===== src/sv/mm_ram.sv =====
`default_nettype none
// ----------------------------------------------------------------------------
// mm_ram: generic simple dual-port RAM
// One write port, one read port with registered read data.
// ----------------------------------------------------------------------------
module mm_ram #(
	parameter int WIDTH = 32,
	parameter int DEPTH = 64
) (
	input  wire logic                     clk,
	input  wire logic                     we,
	input  wire logic [$clog2(DEPTH)-1:0] waddr,
	input  wire logic [WIDTH-1:0]         wdata,
	input  wire logic [$clog2(DEPTH)-1:0] raddr,
	output logic      [WIDTH-1:0]         rdata
);
	logic [WIDTH-1:0] mem_q [DEPTH];

	always_ff @(posedge clk) begin
		if (we) begin
			mem_q[waddr] <= wdata;
		end
		rdata <= mem_q[raddr];
	end
endmodule
`default_nettype wire


===== config.mk =====
export PLATFORM = sky130hd
export DESIGN_NAME = mm_ram
export DESIGN_NICKNAME = d
export VERILOG_FILES = /design/src/sv/mm_ram.sv
export SDC_FILE = /design/constraint.sdc
export NUM_CORES = 2
export LEC_CHECK = 0
export ABC_AREA = 0
export BUFFER_PORTS_ARGS = -buffer_cell sky130_fd_sc_hd__buf_4
export CAP_MARGIN = 20
export CORE_MARGIN = 5
export CORE_UTILIZATION = 45
export CTS_CLUSTER_SIZE = 14
export DETAILED_ROUTE_END_ITERATION = 16
export HOLD_SLACK_MARGIN = 0.05
export SLEW_MARGIN = 0
export SYNTH_ARGS = -nofsm -noshare
export SYNTH_HDL_FRONTEND = slang
export SYNTH_SLANG_ARGS = --single-unit
export TNS_END_PERCENT = 1

===== constraint.sdc =====
create_clock -name clk -period 6.38 [get_ports clk]
set_input_delay 1.914 -clock clk [delete_from_list [all_inputs] [get_ports clk]]
set_output_delay 1.914 -clock clk [all_outputs]
set_load 0.02 [all_outputs]

==> results.cfg <==
[clock_tree]
clockBufferDepth = 3
post_cts_resized = 0
clock-sinks = 2080
ctsHoldBuffers = 0
cts.clk_slew.worst_paths_ns = 0.06
insertion_delay_ns = 0.83
cts_tree = built
cts_buffers = 206
clockRootBuffer = clkbuf_16
cts_setup_buffers = 0
h-tree-depth = 4

[critical_path]
crit_path_start_kind = input port
critPathRequiredTime_ns = 7.07
crit_arrival_ns = 4.90
cpMostUsedCell = mux4_2
endpoint_kind = flop
critPathMaxFanout = 45
max_stage_delay_ns = 0.58
path_cells = buf_8 > buf_12 > buf_4 > mux4_2 > mux4_2 > o22ai_1 > nor2_1
cp_top_family = buffers and inverters
path_buf_inv = 3
slowest_stage = o22ai_1
path_class = in -> reg

[route]
wirelength_um = 203000
wl_met1_um = 85100
dr.pass1.iters = 7
drt_iter0_drc = 4612
via_count = 36800
dr.max_layer_used = met5
viasPerCell = 6.04
wl_met3_um = 14800
drc = 0
wl_met2_um = 97400
ant_nets = 0
wire_per_inst_um = 33.3

[finish]
drive_gt1_share_pct = 30.8
finalNetCount = 3635
area_growth_pct = 14.6
fin_util_pct = 51.8
num-fill-cells = 13400

[timing]
hold_viol = 0
rsz0062_at_grt = no
period_share_pct = 66.1
clock-skew-final_ns = 0.0326
max_freq_mhz = 237
slew_headroom_pct = 27.4
setup_violations = 0
tns_ns = 0
maxSlewViolCount = 0
worst_slew_pin_slew_ns = 1.09
fin_crit_ns = 4.22

[die]
dieArea_um2 = 183000
fp-row-count = 153
fp.dieH_um = 428
num_io_pins = 78
die_x_um = 428
start_util_pct = 45.2
core_area_um2 = 174000

[placed_design]
dp_hpwl_um = 120000
routabilityCongestion = 0.807
io_buffers = 77

[run]
max-cap-violations = 0

[pwr]
p_leak_nw = 28.0
peakVddDrop_uv = 274
p_per_area_nw_per_um2 = 320

[synthesis]
netlist_area_um2 = 78500
postSynthAreaPerCell_um2 = 23.6
yosysUniqueCellTypes = 34
synth_seq_area_share_pct = 79.1
synthesis.nets = 3370
ys_ff_latch = 2080
netlist_instances = 3324
ys_warn_count = 0

[global_route]
grt_pass1_wl_um = 289000
first_global_vias = 37400
groute.usage.overall_pct = 22.4
antenna_found_initial = 7
global_route.overflow_total = 0
grt_max_degree = 90

[status]
status = finished, final reports clean

[min_path]
min_path_type = reg -> reg
## worst min-delay path, stage by stage (launching register included)
cell and delay [ns]:
edfxtp_1 0.32, mux2i_1 0.06, nand2_1 0.06, a311oi_1 0.10, nor3_1 0.18
## layer usage
layer | GRT usage, % | up-vias
li1 | - | 14800
met1 | 32.9 | 20100
met2 | 35.3 | 1592
met3 | 3.75 | 302
met4 | 6.25 | 2
met5 | 0 | -
## cell usage after synthesis (all sizes together)
library cell / count / area [um2]
a311oi: 8 / 70.1
or3b: 5 / 43.8
edfxtp: 2048 / 61500
mux2i: 93 / 931
or3: 3 / 18.8
or2: 3 / 18.8
dfxtp: 32 / 641
nand3b: 5 / 37.5
nor2b: 15 / 93.8
nand4b: 1 / 8.76
nand2: 26 / 97.6
clkbuf: 74 / 278
mux4: 544 / 12300
and2: 2 / 12.5
buf: 108 / 608
nor2: 137 / 514
a21oi: 62 / 310
o22ai: 84 / 526
nand2b: 8 / 50.1
o32ai: 4 / 35.0
a31oi: 1 / 6.26
nand4: 2 / 12.5
a22oi: 12 / 90.1
a41o: 4 / 40.0
o221ai: 27 / 236
nor3: 7 / 35.0
and3: 4 / 25.0
nand3: 5 / 25.0
## report_power, final
| group | leakage (nW) | total [mW] | switching (mW) | internal (mW) |
|---|---|---|---|---|
| Sequential | 18.7 | 15.2 | 0.0712 | 15.1 |
| Combinational | 5.98 | 1.42 | 0.890 | 0.530 |
| Clock | 3.33 | 12.2 | 5.13 | 7.03 |
## final timing paths
| check | slack (ns) | endpoint | cells past startpoint | from |
|---|---|---|---|---|
| setup / recovery | 2.16 | rdata[16] | 7 | raddr[0] |
| hold / removal | 0.77 | rdata[17] | 4 | mem_q[13][17] |
| setup reg to reg | 4.07 | rdata[1] | 4 | mem_q[7][1] |
| hold reg to reg | 0.77 | rdata[17] | 4 | mem_q[13][17] |
## cells by family after synthesis
logic type / after synthesis / synth area share [%]
AOI/OAI and AO/OA: 202 / 1.67
buffers and inverters: 182 / 1.13
DFF: 2080 / 79.1
muxes: 637 / 16.8
and+or+nand+nor: 223 / 1.27
## cell usage in the layout (no fill, tap or decap), drive strengths merged, types with 27 or more instances in the layout
master / count
edfxtp: 2048
mux4: 544
clkbuf: 266
buf: 239
nor2: 137
mux2i: 93
clkinv: 86
o22ai: 84
a21oi: 62
dfxtp: 32
o221ai: 27
## per-stage QoR
stage               std cells  setup slack [ns]  total power, mW  instance area (um2)  hold slack [ns]
floorplan                3324              1.31             16.2                78500            0.663
global placement         5703              1.23             16.9                83100            0.744
detailed placement       5706              1.27             16.9                83100            0.755
CTS                      6092              2.18             29.0                89900            0.777
global route             6093              2.15             29.7                90000            0.809
finish                   6093              2.16             28.8                90000            0.769
## flip-flops by register name, indices dropped and copies added, names as in the netlist
register / cells
rdata: 32
mem_q: 2048
## layout make-up
| type | count | area [um2] | share of cell area, % |
|---|---|---|---|
| clock buffers | 266 | 5580 | 6.21 |
| repair buffers | 239 | 2120 | 2.35 |
| well taps | 2325 | 2910 | 3.23 |
| multi-input cells | 1062 | 16000 | 17.8 |
| flip-flops and latches | 2080 | 62100 | 69.1 |
| clock inverters | 120 | 1230 | 1.37 |
| diodes | 1 | 2.50 | 0.00278 |
(Power assumes the default switching activity.)
