$ cat config.mk
export PLATFORM = sky130hd
export DESIGN_NAME = mm_cell
export DESIGN_NICKNAME = d
export VERILOG_FILES = /design/src/sv/mm_pkg.sv /design/src/sv/mm_ram.sv /design/src/sv/mm_cell.sv
export SDC_FILE = /design/constraint.sdc
export NUM_CORES = 2
export LEC_CHECK = 0
export ABC_AREA = 1
export BUFFER_PORTS_ARGS = -buffer_cell sky130_fd_sc_hd__buf_4
export CORE_MARGIN = 5
export CORE_UTILIZATION = 60
export CTS_CLUSTER_SIZE = 16
export DETAILED_ROUTE_END_ITERATION = 6
export PLACE_DENSITY = 0.83
export SLEW_MARGIN = 0
export SYNTH_ARGS = -nofsm -noshare
export SYNTH_HDL_FRONTEND = slang
export SYNTH_SLANG_ARGS = --single-unit
$ cat constraint.sdc
create_clock -name clk -period 9.85 [get_ports clk]
set_input_delay 1.4775 -clock clk [delete_from_list [all_inputs] [get_ports clk]]
set_output_delay 1.4775 -clock clk [all_outputs]
set_load 0.01 [all_outputs]
$ cat src/sv/mm_pkg.sv
`default_nettype none
// ----------------------------------------------------------------------------
// mm_pkg: shared types and codes of the matrix multiply core
// Item kinds, register indexes and the control word passed along the cell chain.
// ----------------------------------------------------------------------------
package mm_pkg;

	localparam logic [1:0] KIND_LEFT  = 2'd0;
	localparam logic [1:0] KIND_RIGHT = 2'd1;
	localparam logic [1:0] KIND_START = 2'd2;

	localparam logic [1:0] CFG_LEFT_ROWS  = 2'd0;
	localparam logic [1:0] CFG_INNER_SIZE = 2'd1;
	localparam logic [1:0] CFG_RIGHT_COLS = 2'd2;

	typedef struct packed {
		logic valid;
		logic first;
	} mm_ctl_t;

endpackage
`default_nettype wire

$ cat src/sv/mm_ram.sv
`default_nettype none
// ----------------------------------------------------------------------------
// mm_ram: generic simple dual-port RAM
// One write port, one read port with registered read data.
// ----------------------------------------------------------------------------
module mm_ram #(
	parameter int WIDTH = 32,
	parameter int DEPTH = 64
) (
	input  wire logic                     clk,
	input  wire logic                     we,
	input  wire logic [$clog2(DEPTH)-1:0] waddr,
	input  wire logic [WIDTH-1:0]         wdata,
	input  wire logic [$clog2(DEPTH)-1:0] raddr,
	output logic      [WIDTH-1:0]         rdata
);
	logic [WIDTH-1:0] mem_q [DEPTH];

	always_ff @(posedge clk) begin
		if (we) begin
			mem_q[waddr] <= wdata;
		end
		rdata <= mem_q[raddr];
	end
endmodule
`default_nettype wire

$ cat src/sv/mm_cell.sv
`default_nettype none
// ----------------------------------------------------------------------------
// mm_cell: one column cell of the product chain
// Holds one column of the right matrix, multiplies the passing left element
// by its entry and accumulates; accumulators shift toward the head to unload.
// ----------------------------------------------------------------------------
module mm_cell #(
	parameter int MAX_DIM = 8,
	parameter int AW      = 67
) (
	input  wire logic                       clk,
	input  wire logic                       arst_n,
	input  wire logic signed [31:0]         a_in,
	input  wire mm_pkg::mm_ctl_t            ctl_in,
	input  wire logic [$clog2(MAX_DIM)-1:0] k_in,
	output logic signed [31:0]              a_out,
	output mm_pkg::mm_ctl_t                 ctl_out,
	output logic [$clog2(MAX_DIM)-1:0]      k_out,
	input  wire logic                       we,
	input  wire logic [$clog2(MAX_DIM)-1:0] waddr,
	input  wire logic [31:0]                wdata,
	input  wire logic                       shift,
	input  wire logic [AW-1:0]              acc_next,
	output logic [AW-1:0]                   acc
);
	localparam int IDX_W = $clog2(MAX_DIM);

	logic [31:0]           b_s1;
	logic signed [31:0]    a_s1;
	logic [IDX_W-1:0]      k_s1;
	mm_pkg::mm_ctl_t       ctl_s1;
	mm_pkg::mm_ctl_t       ctl_s2;
	logic signed [63:0]    prod_s2;
	logic [AW-1:0]         acc_q;
	logic [AW-1:0]         prod_ext;

	mm_ram #(.WIDTH(32), .DEPTH(MAX_DIM)) u_bank (
		.clk  (clk),
		.we   (we),
		.waddr(waddr),
		.wdata(wdata),
		.raddr(k_in),
		.rdata(b_s1)
	);

	always_ff @(posedge clk or negedge arst_n) begin
		if (!arst_n) begin
			ctl_s1 <= '0;
			ctl_s2 <= '0;
		end else begin
			ctl_s1 <= ctl_in;
			ctl_s2 <= ctl_s1;
		end
	end

	always_ff @(posedge clk) begin
		a_s1    <= a_in;
		k_s1    <= k_in;
		prod_s2 <= a_s1 * $signed(b_s1);
	end

	assign prod_ext = AW'(prod_s2);

	// clear on the first term of an entry, shift only while unloading
	always_ff @(posedge clk) begin
		if (ctl_s2.valid) begin
			acc_q <= ctl_s2.first ? prod_ext : acc_q + prod_ext;
		end else if (shift) begin
			acc_q <= acc_next;
		end
	end

	assign a_out   = a_s1;
	assign ctl_out = ctl_s1;
	assign k_out   = k_s1;
	assign acc     = acc_q;
endmodule
`default_nettype wire

==> results.py <==
metrics = {
    "clocking": {
        "postCtsSetupRepairBufs": 0,
        "cts-root-buf": "clkbuf_16",
        "clkTransAtPathRegs_ns": 0.07,
        "cts_resized": 0,
        "cts_buffers": 48,
        "clkLatencyLatePin_ns": 0.69,
        "cts_hold_buf": 0,
        "clockBufferDepth": 3,
        "cts_tree": "yes",
        "h-tree-depth": 2,
        "clock-sinks": 458,
    },
    "grt": {
        "grt_max_degree": 101,
        "antenna_found_initial": 2,
        "grt_pass1_vias": 50420,
        "grt_pass1_wl_mm": 272.8,
        "track_usage_pct": 33.46,
        "grt_overflow": 0,
    },
    "detailed_routing": {
        "wl_mm": 172.8,
        "route.met2.wl_mm": 81.77,
        "wl_per_cell_um": 20.33,
        "vias": 47510,
        "dr.pass1.iters": 6,
        "met1_length_mm": 64.19,
        "initialDrtViolationCount": 4370,
        "dr_wl_met3_mm": 17.40,
        "highest_layer": "met4",
        "drc": 0,
        "postRouteAntennaNets": 0,
        "via_per_inst": 5.591,
    },
    "sta": {
        "post-route-period-util_pct": 85.38,
        "worst_pin_slew_ns": 1.274,
        "worst_slack_ns": 1.441,
        "rsz0062_at_grt": "no",
        "final_max_slew_viol_count": 0,
        "fmax_ghz": 0.1189,
        "hold_viol": 0,
        "fin_skew_ns": 0.06231,
        "setup_violations": 0,
        "layout_min_cycle_time_ns": 8.409,
        "slew_headroom_pct": 14.93,
        "setup_tns_ns": 0,
    },
    "logic_synthesis": {
        "synth.area.top_cells": "fa_1 37%, edfxtp_1 16%, inv_1 11%",
        "synthArstFlopShare_pct": 0.8734,
        "yosysMostFrequentCell": "inv_1",
        "syn-instance-count": 7051,
        "ys_types": 57,
        "synth_edf_count": 323,
        "avgSynthCellArea_um2": 8.389,
        "synthesis.nets": 8527,
        "syn_area_um2": 59150,
        "ys_ff_latch": 458,
        "synth.top_cells.by_count": "1783 x inv_1, 1632 x nand2_1, 1083 x fa_1",
        "synth_top_area_cell": "fa_1",
        "yosysSeqAreaShare_pct": 21.00,
        "yosys_warnings": 0,
        "synth_top_area_share_pct": 36.66,
        "synth-main-ff-cell": "edfxtp_1",
    },
    "finish": {
        "area_growth_pct": 8.178,
        "final_cells": 8499,
        "drive_gt1_share_pct": 7.212,
        "multi_input_area_um2": 39020,
        "num-fill-cells": 7845,
        "nNetsFinal": 8646,
        "ff_latch_area_um2": 12420,
    },
    "critical_path": {
        "worstPathMaxFanout": 33,
        "worst-path-stages": 25,
        "r2r_cells": 25,
        "r2r_end": "prod_s2[58]",
        "cp_top_family": "adder cells",
        "startpoint_type": "flip-flop",
        "critPathMostFrequentCell": "fa_1",
        "crit_path_max_incr_delay_ns": 0.84,
        "worstPathRequired_ns": 10.41,
        "arrival_ns": 8.97,
        "cp-startpoint": "a_out[31]",
        "slowest_stage": "fa_1",
        "crit_path_end": "prod_s2[58]",
        "end_kind": "flip-flop",
        "timing.rr.start": "a_out[31]",
        "cp_num_buf_inv": 8,
        "r2r_slack_ns": 1.44,
        "critical_path_class": "reg -> reg",
    },
    "place": {
        "gp_congestion": 1.019,
        "dp.cells": 8407,
        "port_buffers": 246,
        "pre_cts_ws_ns": 1.529,
        "dp_hpwl_mm": 138.0,
    },
    "floorplanning": {
        "die_area_um2": 105000,
        "core-area_um2": 98130,
        "io_pins": 247,
        "initial_core_util_pct": 60.27,
        "die_h_um": 324.0,
        "num_rows": 115,
        "die_w_um": 324.0,
    },
    "outcome": {
        "status": "finished clean",
    },
    "worst_hold_path": {
        "hold_class": "reg -> reg",
    },
    "flow_run": {
        "maxCapViolations": 0,
    },
}
[sequential cells by signal, indices dropped and copies added (netlist names)]
| register | cells |
|---|---|
| ctl_out | 2 |
| prod_s2 | 64 |
| k_out | 3 |
| u_bank.mem_q | 256 |
| acc | 67 |
| a_out | 32 |
| u_bank.rdata | 32 |
| ctl_s2 | 2 |
[layout make-up]
cell class              instances  share of cell area [%]
clock buffers                  60                   2.045
well taps                    1287                   2.517
flip-flops and latches        458                   19.42
multi-input cells            4528                   60.99
repair buffers                336                   3.962
clock inverters                30                  0.5162
diodes                          2                0.007822
inverters                    1798                   10.55
[cell families (layout without fill, tap and decap cells)]
group	Yosys count	count (layout)	share of synthesized area [%]
and+or+nand+nor	2491	2491	16.75
other	0	2	0
buffers and inverters	2065	2224	13.13
xor gates and xnor gates	88	88	1.303
DFF	458	458	21.00
adders and majority gates	1333	1333	41.94
AOI/OAI and AO/OA	616	616	5.879
[worst min path at each step]
stage               startpoint   endpoint  slack [ns]  cells after the start
global route        ctl_out[1]  ctl_s2[1]        0.40                      0
detailed placement  ctl_out[1]  ctl_s2[1]        0.37                      0
global placement    ctl_out[1]  ctl_s2[1]        0.36                      0
CTS                 ctl_out[1]  ctl_s2[1]        0.38                      0
finish              ctl_out[1]  ctl_s2[1]        0.38                      0
floorplan           ctl_out[0]  ctl_s2[0]        0.42                      0
[worst reg2reg max path, cell delays in order, from the launching register on]
cell and delay [ns]:
dfxtp_1 0.31, buf_4 0.37, nand2_1 0.25, inv_1 0.14
fa_1 0.41, inv_1 0.25, fa_1 0.57, fa_1 0.58
inv_1 0.08, fa_1 0.84, inv_1 0.36, fa_1 0.57
inv_1 0.06, fa_1 0.52, inv_1 0.06, fa_1 0.48
inv_1 0.05, fa_1 0.45, ha_1 0.38, nand2_1 0.16
nor2_1 0.24, nand2_1 0.12, nor3_1 0.42, nand3_1 0.26
nand3_1 0.22, xor2_1 0.18
[stage by stage]
stage          area (um^2)  hold slack (ns)  util (%)
2_1_floorplan        59150           0.4160         -
3_3_place_gp         62340           0.3617     63.53
3_5_place_dp         62340           0.3657     63.53
4_1_cts              63980           0.3793     65.20
5_1_grt              63980           0.4046     65.20
6_report             63990           0.3786     65.20
[placed cells by master (no fill, tap or decap), types with 122 or more instances in the layout]
cell type and instances:
nand3_1 122, inv_1 1781, ha_1 250, fa_1 1083, nand2_1 1632, dfxtp_1 129
nor2_1 594, edfxtp_1 323, buf_4 335, o21ai_0 257, a21oi_1 174
[metal layers]
metal  track usage (%)  vias to the layer above
met5                 0                        -
met4             14.86                        0
met3             6.969                      617
met2             55.92                     2701
met1             42.60                    23200
li1                  -                    21000
Power is left out: the tool's default activity adds up to more than one toggle a clock period on the data nets, which glitch-free logic cannot reach.
